## src/hdl/hdfr_pkg.sv

```systemverilog
// Types, codes and helpers shared by the DLE/ETX HDLC frame receiver.
`timescale 1ns / 1ps

package hdfr_pkg;

    localparam logic [7:0] CH_DLE    = 8'h10;
    localparam logic [7:0] CH_ETX    = 8'h03;
    localparam logic [7:0] CH_CR     = 8'h0d;
    localparam logic [7:0] CH_LF     = 8'h0a;
    localparam logic [7:0] ADDR_BYTE = 8'hff;
    localparam logic [7:0] CTRL_MASK = 8'hf7;
    localparam logic [7:0] CTRL_WANT = 8'hc0;
    localparam logic [3:0] MIN_BASE  = 4'd3;
    localparam logic [3:0] COUNT_MAX = 4'd15;

    localparam logic CFG_REVERSE = 1'b0;
    localparam logic CFG_TRAILER = 1'b1;

    localparam logic REQ_BYTE    = 1'b0;
    localparam logic REQ_TIMEOUT = 1'b1;

    typedef enum logic [1:0] {
        PH_HUNT  = 2'd0,
        PH_FRAME = 2'd1,
        PH_ESC   = 2'd2
    } t_phase;

    typedef enum logic [2:0] {
        ST_GOOD    = 3'd0,
        ST_TIMEOUT = 3'd1,
        ST_NOADDR  = 3'd2,
        ST_SHORT   = 3'd3,
        ST_BADCTL  = 3'd4
    } t_status;

    typedef struct packed {
        logic       req_type;
        logic [7:0] rx_byte;
    } t_in_item;

    typedef struct packed {
        logic       is_status;
        logic [7:0] out_byte;
        t_status    status;
        logic       last;
    } t_out_item;

    typedef struct packed {
        logic      valid;
        t_out_item item;
    } t_result;

    function automatic logic [7:0] flip8(input logic [7:0] b);
        logic [7:0] r;
        for (int i = 0; i < 8; i++) begin
            r[i] = b[7 - i];
        end
        return r;
    endfunction

endpackage

```

## src/hdl/hdfr_unstuff.sv

```systemverilog
// Frame state, DLE unstuffing and status decision for one accepted transfer.
`timescale 1ns / 1ps

module hdfr_unstuff (
    input  logic               i_clk,
    input  logic               i_rst_n,
    input  logic               i_cfg_we,
    input  logic               i_cfg_idx,
    input  logic [2:0]         i_cfg_data,
    input  logic               i_accept,
    input  hdfr_pkg::t_in_item i_item,
    output hdfr_pkg::t_result  o_result
);

    logic             r_reverse;
    logic [2:0]       r_trailer;
    hdfr_pkg::t_phase r_phase, n_phase;
    logic             r_prev_cr, n_prev_cr;
    logic [3:0]       r_count, n_count;
    logic             r_ctl_good, n_ctl_good;

    logic [7:0] b;
    logic [7:0] v;
    logic       emit_byte;
    logic [3:0] base_count;
    logic [3:0] min_len;

    always_ff @(posedge i_clk) begin
        if (!i_rst_n) begin
            r_reverse <= 1'b0;
            r_trailer <= 3'd0;
        end else if (i_cfg_we) begin
            case (i_cfg_idx)
                hdfr_pkg::CFG_REVERSE: r_reverse <= i_cfg_data[0];
                hdfr_pkg::CFG_TRAILER: r_trailer <= i_cfg_data;
                default: ;
            endcase
        end
    end

    always_ff @(posedge i_clk) begin
        if (!i_rst_n) begin
            r_phase    <= hdfr_pkg::PH_HUNT;
            r_prev_cr  <= 1'b0;
            r_count    <= 4'd0;
            r_ctl_good <= 1'b0;
        end else if (i_accept) begin
            r_phase    <= n_phase;
            r_prev_cr  <= n_prev_cr;
            r_count    <= n_count;
            r_ctl_good <= n_ctl_good;
        end
    end

    assign b       = i_item.rx_byte;
    assign v       = r_reverse ? hdfr_pkg::flip8(b) : b;
    assign min_len = hdfr_pkg::MIN_BASE + {1'b0, r_trailer};

    always_comb begin
        n_phase    = r_phase;
        n_prev_cr  = r_prev_cr;
        n_count    = r_count;
        n_ctl_good = r_ctl_good;
        emit_byte  = 1'b0;
        base_count = r_count;
        o_result   = '0;

        if (i_item.req_type == hdfr_pkg::REQ_TIMEOUT) begin
            o_result.valid       = 1'b1;
            o_result.item.status = hdfr_pkg::ST_TIMEOUT;
        end else begin
            case (r_phase)
                hdfr_pkg::PH_FRAME: begin
                    if (b == hdfr_pkg::CH_DLE) begin
                        n_phase = hdfr_pkg::PH_ESC;
                    end else begin
                        emit_byte = 1'b1;
                    end
                end
                hdfr_pkg::PH_ESC: begin
                    if (b == hdfr_pkg::CH_ETX) begin
                        o_result.valid = 1'b1;
                        if (r_count < min_len) begin
                            o_result.item.status = hdfr_pkg::ST_SHORT;
                        end else if (!r_ctl_good) begin
                            o_result.item.status = hdfr_pkg::ST_BADCTL;
                        end else begin
                            o_result.item.status = hdfr_pkg::ST_GOOD;
                        end
                    end else begin
                        n_phase   = hdfr_pkg::PH_FRAME;
                        emit_byte = 1'b1;
                    end
                end
                default: begin
                    if (b == hdfr_pkg::ADDR_BYTE) begin
                        n_phase    = hdfr_pkg::PH_FRAME;
                        n_prev_cr  = 1'b0;
                        n_ctl_good = 1'b0;
                        base_count = 4'd0;
                        emit_byte  = 1'b1;
                    end else if (b == hdfr_pkg::CH_LF && r_prev_cr) begin
                        o_result.valid       = 1'b1;
                        o_result.item.status = hdfr_pkg::ST_NOADDR;
                    end else begin
                        n_phase   = hdfr_pkg::PH_HUNT;
                        n_prev_cr = (b == hdfr_pkg::CH_CR);
                    end
                end
            endcase
        end

        if (emit_byte) begin
            if (base_count == 4'd1) begin
                n_ctl_good = ((v & hdfr_pkg::CTRL_MASK) == hdfr_pkg::CTRL_WANT);
            end
            n_count = (base_count == hdfr_pkg::COUNT_MAX) ? base_count : base_count + 4'd1;
            o_result.valid         = 1'b1;
            o_result.item.out_byte = v;
        end

        // any status ends the attempt
        if (o_result.valid && !emit_byte) begin
            o_result.item.is_status = 1'b1;
            o_result.item.last      = 1'b1;
            n_phase    = hdfr_pkg::PH_HUNT;
            n_prev_cr  = 1'b0;
            n_count    = 4'd0;
            n_ctl_good = 1'b0;
        end
    end

endmodule

```

## src/hdl/hdfr_out_buf.sv

```systemverilog
// Result register with a skid stage, so input stall depends on registers only.
`timescale 1ns / 1ps

module hdfr_out_buf (
    input  logic                i_clk,
    input  logic                i_rst_n,
    input  logic                i_push,
    input  hdfr_pkg::t_out_item i_item,
    output logic                o_full,
    output logic                o_valid,
    output hdfr_pkg::t_out_item o_item,
    input  logic                i_stall
);

    logic                r_out_valid;
    logic                r_skid_valid;
    hdfr_pkg::t_out_item r_out;
    hdfr_pkg::t_out_item r_skid;
    logic                take;

    assign take    = r_out_valid && !i_stall;
    assign o_valid = r_out_valid;
    assign o_item  = r_out;
    assign o_full  = r_skid_valid;

    always_ff @(posedge i_clk) begin
        if (!i_rst_n) begin
            r_out_valid  <= 1'b0;
            r_skid_valid <= 1'b0;
        end else if (r_skid_valid) begin
            if (take) begin
                r_skid_valid <= 1'b0;
            end
        end else if (i_push) begin
            if (!r_out_valid || take) begin
                r_out_valid <= 1'b1;
            end else begin
                r_skid_valid <= 1'b1;
            end
        end else if (take) begin
            r_out_valid <= 1'b0;
        end
    end

    always_ff @(posedge i_clk) begin
        if (r_skid_valid) begin
            if (take) begin
                r_out <= r_skid;
            end
        end else if (i_push) begin
            if (!r_out_valid || take) begin
                r_out <= i_item;
            end else begin
                r_skid <= i_item;
            end
        end
    end

endmodule

```

## src/hdl/hdlc_dle_frame_receiver.sv

```systemverilog
// Top level of the DLE/ETX HDLC frame receiver: unstuffing core and result buffer.
// Each result is registered in the result buffer before it is presented on o_out_valid.
// Throughput: one input transfer per cycle while o_in_stall is low; the frame state updates on each accepted transfer.
// The two-entry result buffer holds one result behind a stalled one; input stalls only when both are full.
// Reset (synchronous, active low) returns to hunting and clears both config registers.
`timescale 1ns / 1ps

module hdlc_dle_frame_receiver (
    input  logic                i_clk,
    input  logic                i_rst_n,
    input  logic                i_cfg_we,
    input  logic                i_cfg_idx,
    input  logic [2:0]          i_cfg_data,
    input  logic                i_in_valid,
    output logic                o_in_stall,
    input  hdfr_pkg::t_in_item  i_in_data,
    output logic                o_out_valid,
    input  logic                i_out_stall,
    output hdfr_pkg::t_out_item o_out_data
);

    logic              in_accept;
    logic              buf_full;
    hdfr_pkg::t_result result;

    assign o_in_stall = buf_full;
    assign in_accept  = i_in_valid && !buf_full;

    hdfr_unstuff u_unstuff (
        .i_clk      (i_clk),
        .i_rst_n    (i_rst_n),
        .i_cfg_we   (i_cfg_we),
        .i_cfg_idx  (i_cfg_idx),
        .i_cfg_data (i_cfg_data),
        .i_accept   (in_accept),
        .i_item     (i_in_data),
        .o_result   (result)
    );

    hdfr_out_buf u_out_buf (
        .i_clk   (i_clk),
        .i_rst_n (i_rst_n),
        .i_push  (in_accept && result.valid),
        .i_item  (result.item),
        .o_full  (buf_full),
        .o_valid (o_out_valid),
        .o_item  (o_out_data),
        .i_stall (i_out_stall)
    );

    a_stall_needs_out: assert property (@(posedge i_clk) disable iff (!i_rst_n)
        o_in_stall |-> o_out_valid)
        else $error("input stalled with empty result register");

    a_status_shape: assert property (@(posedge i_clk) disable iff (!i_rst_n)
        (o_out_valid && o_out_data.is_status) |->
            (o_out_data.last && o_out_data.out_byte == 8'h00))
        else $error("status transfer malformed");

    a_byte_shape: assert property (@(posedge i_clk) disable iff (!i_rst_n)
        (o_out_valid && !o_out_data.is_status) |->
            (!o_out_data.last && o_out_data.status == hdfr_pkg::ST_GOOD))
        else $error("byte transfer malformed");

    a_no_invented: assert property (@(posedge i_clk) disable iff (!i_rst_n)
        (!o_out_valid && !(i_in_valid && !o_in_stall)) |=> !o_out_valid)
        else $error("result appeared without an input transfer");

endmodule
```

## config.mk

```make
export PLATFORM = sky130hd
export DESIGN_NAME = hdlc_dle_frame_receiver
export DESIGN_NICKNAME = d
export VERILOG_FILES = /design/src/hdl/hdfr_pkg.sv /design/src/hdl/hdfr_unstuff.sv /design/src/hdl/hdfr_out_buf.sv /design/src/hdl/hdlc_dle_frame_receiver.sv
export SDC_FILE = /design/constraint.sdc
export NUM_CORES = 1
export LEC_CHECK = 0
export ABC_AREA = 1
export BUFFER_PORTS_ARGS = -buffer_cell sky130_fd_sc_hd__buf_4
export CORE_MARGIN = 2
export CORE_UTILIZATION = 59
export CTS_BUF_LIST = sky130_fd_sc_hd__clkbuf_4
export DETAILED_ROUTE_END_ITERATION = 10
export PLACE_DENSITY = 0.84
export SKIP_CTS_REPAIR_TIMING = 1
export SLEW_MARGIN = 20
export SYNTH_ARGS = -nofsm -noshare
export SYNTH_HDL_FRONTEND = slang
export SYNTH_HIERARCHICAL = 1
export SYNTH_SLANG_ARGS = --single-unit
```

## constraint.sdc

```tcl
create_clock -name i_clk -period 3.5 [get_ports i_clk]
set_input_delay 0 -clock i_clk [delete_from_list [all_inputs] [get_ports i_clk]]
set_output_delay 0 -clock i_clk [all_outputs]
set_load 0.01 [all_outputs]
```

==> results.json <==
{
  "status": "finished with violations",
  "violations": "negative hold slack",
  "grt_pass1_vias": 1850,
  "grt_pass1_wl_um": 7652,
  "port-buffer-count": 32,
  "synth_largest_area_cell": "edfxtp_1",
  "drc": 0,
  "fin_util": 0.7337,
  "path_class": "reg -> reg",
  "area_delta_synth_final_pct": 17.40,
  "diodes": 0,
  "cts_tree": "yes",
  "syn_area_mm2": 0.002322,
  "io-pin-count": 33,
  "worstSetupStartpoint": "u_unstuff/r_phase[0]",
  "core_area_mm2": 0.003716,
  "crit_end": "u_out_buf/r_skid[4]",
  "yosys-top-cells-area": "edfxtp_1 (34%), nand2_1 (16%), dfxtp_1 (12%), inv_1 (6.0%), ha_1 (4.8%)",
  "drt_iter0_markers": 161,
  "grt_remaining_overflow": 0,
  "clk_pin_slew_ns": 0.11,
  "ff2ff_setup_slack_ns": 1.04,
  "crit-reg2reg-launch": "u_unstuff/r_phase[0]",
  "place_congestion": 0.9776,
  "drive_above_1_share": 0.1976,
  "syn-instance-count": 296,
  "report.final.slew_viol_count": 0,
  "worstSkewPairLatency_ns": 0.35,
  "min_path_type": "in -> reg",
  "critPathMaxFanout": 14,
  "htree_levels": 2,
  "ys_ff_latch": 40,
  "ys_warn_count": 6,
  "cp_data_required_time_ns": 3.51,
  "antenna_found_initial": 0,
  "r2r_cells": 12,
  "power.density_mw_per_mm2": 372.4,
  "cp_data_arrival_time_ns": 2.46,
  "num_vias": 2001,
  "drt_first_pass_iters": 4,
  "cp-end-kind": "register",
  "die_w_um": 66.74,
  "start_util": 0.6249,
  "viasPerCell": 5.171,
  "setup_viol": 0,
  "yosysSeqAreaShare": 0.4569,
  "syn-num-nets": 323,
  "cp_cell_sequence": "inv_1 > ha_1 > inv_2 > nand3_1 > nand2_2 > nand3_2 > inv_1 > nor2_2 > inv_1 > nor2_2 > nand2_1 > inv_1",
  "dpl.hpwl_um": 3516,
  "drv_cap": 0,
  "clock_path_buffers": 2,
  "worst_hold_slack_ns": -0.03981,
  "fin_crit_sh": 0.7021,
  "post-route-cell-area_mm2": 0.002726,
  "postRouteAntennaNets": 0,
  "fmax_ghz": 0.4069,
  "grtUsageTotal": 0.2322,
  "avgSynthCellArea_um2": 7.845,
  "die_y_um": 66.74,
  "ys_types": 29,
  "die_area_mm2": 0.004454,
  "cts.sinks": 40,
  "r2r-end": "u_out_buf/r_skid[4]",
  "place_area_mm2": 0.002566,
  "fin_skew_ns": 0.001650,
  "max_slew_margin": 0.4967,
  "crit_top_cell": "inv_1",
  "rsz0062_at_grt": "false",
  "final_hold_viol_count": 3,
  "start_kind": "register",
  "final_cell_mix": "nand2_1 (100), inv_1 (37), buf_4 (33)",
  "grt_max_degree": 20,
  "routed_wl_um": 4729,
  "power_leakage_nw": 1.277,
  "fp-row-count": 22,
  "fin_nets": 365,
  "wl_per_cell_um": 12.22,
  "slowest_stage": "dfxtp_1",
  "tightest_slew_ns": 0.7539,
  "ir_worst_vdd_mv": 0.2060,
  "mostFrequentLayoutCell": "nand2_1",
  "cts_root_buf": "clkbuf_4",
  "max_stage_delay_ns": 0.39,
  "finalSetupTns_ns": 0,
  "fin_crit_ns": 2.457,
  "numCtsBuffers": 5,
  "synth_top_area_share": 0.3362
}
-- routing by layer --
layer  GRT usage  vias up  wire length (um)
met5           0        -                 0
met4      0.1046        0               112
met3     0.04561       10               276
met2      0.4250       59              2424
met1      0.2574      899              1916
li1            -     1033                 -
-- report_power, final --
group          internal, W  switching (W)  total (W)
Combinational    0.0000712       0.000100   0.000171
Clock             0.000157       0.000150   0.000307
Sequential        0.000525      0.0000115   0.000537
-- worst max-delay path, delay by kind of cell (launching register included) --
| kind | cells | cell delay (ns) |
|---|---|---|
| DFF | 1 | 0.39 |
| and+or+nand+nor | 6 | 0.69 |
| buffers and inverters | 5 | 0.64 |
| adders and majority gates | 1 | 0.39 |
-- flip-flops by register name, indices dropped and copies added, names as in the netlist --
register / count
u_unstuff/r_count: 4
u_unstuff/r_phase: 2
u_out_buf/o_full: 1
u_unstuff/r_reverse: 1
u_unstuff/r_trailer: 3
u_unstuff/r_prev_cr: 1
u_unstuff/r_ctl_good: 1
u_out_buf/o_valid: 1
u_out_buf/o_item: 13
u_out_buf/r_skid: 13
-- metrics by stage --
step                      instances  worst slack (ns)  total power, W
final                           387             1.043        0.001015
after floorplan                 296             1.072       0.0006542
after detailed placement        371             1.112       0.0007108
after global routing            387            0.8328        0.001062
after global placement          371             1.176       0.0007041
after CTS                       379             1.061        0.001013
-- worst min-delay path by stage --
stage,startpoint,to,slack (ns),cells past startpoint
4_1_cts,i_rst_n,u_out_buf/o_valid,-0.12,3
5_1_grt,i_in_data[1],u_unstuff/r_prev_cr,0.01,4
3_3_place_gp,i_rst_n,u_out_buf/o_valid,0.25,3
3_5_place_dp,i_rst_n,u_out_buf/o_valid,0.26,3
6_report,i_cfg_data[0],u_unstuff/r_trailer[0],-0.04,3
2_1_floorplan,i_rst_n,u_out_buf/o_valid,0.1,2
-- cells in the mapped netlist (all sizes together) --
cell / number
inv: 39
o21ai: 12
nand4: 3
xor2: 2
dfxtp: 14
a211oi: 3
nor4: 2
nand2: 113
buf: 5
or2: 1
nand3: 14
a31oi: 1
a21o: 1
edfxtp: 26
ha: 9
a21oi: 19
o211ai: 2
nor2: 29
clkbuf: 1
-- area by class of cell --
type,instances,area [um2]
Multi-Input combinational cell,211,1046
Timing Repair Buffer,41,327.8
Tap cell,48,60.06
Clock buffer,6,45.04
Fill cell,291,989.7
Clock inverter,2,35.03
Inverter,39,151.4
Sequential cell,40,1061
-- logic make-up (layout without fill, tap and decap cells) --
group / Yosys count / after routing / share of synthesized area
DFF: 40 / 40 / 0.4569
buffers and inverters: 45 / 88 / 0.09267
xor gates and xnor gates: 2 / 2 / 0.007544
AOI/OAI and AO/OA: 38 / 38 / 0.09375
adders and majority gates: 9 / 9 / 0.04849
and+or+nand+nor: 162 / 162 / 0.3006
Note: power is estimated with default switching activity, not from simulation.
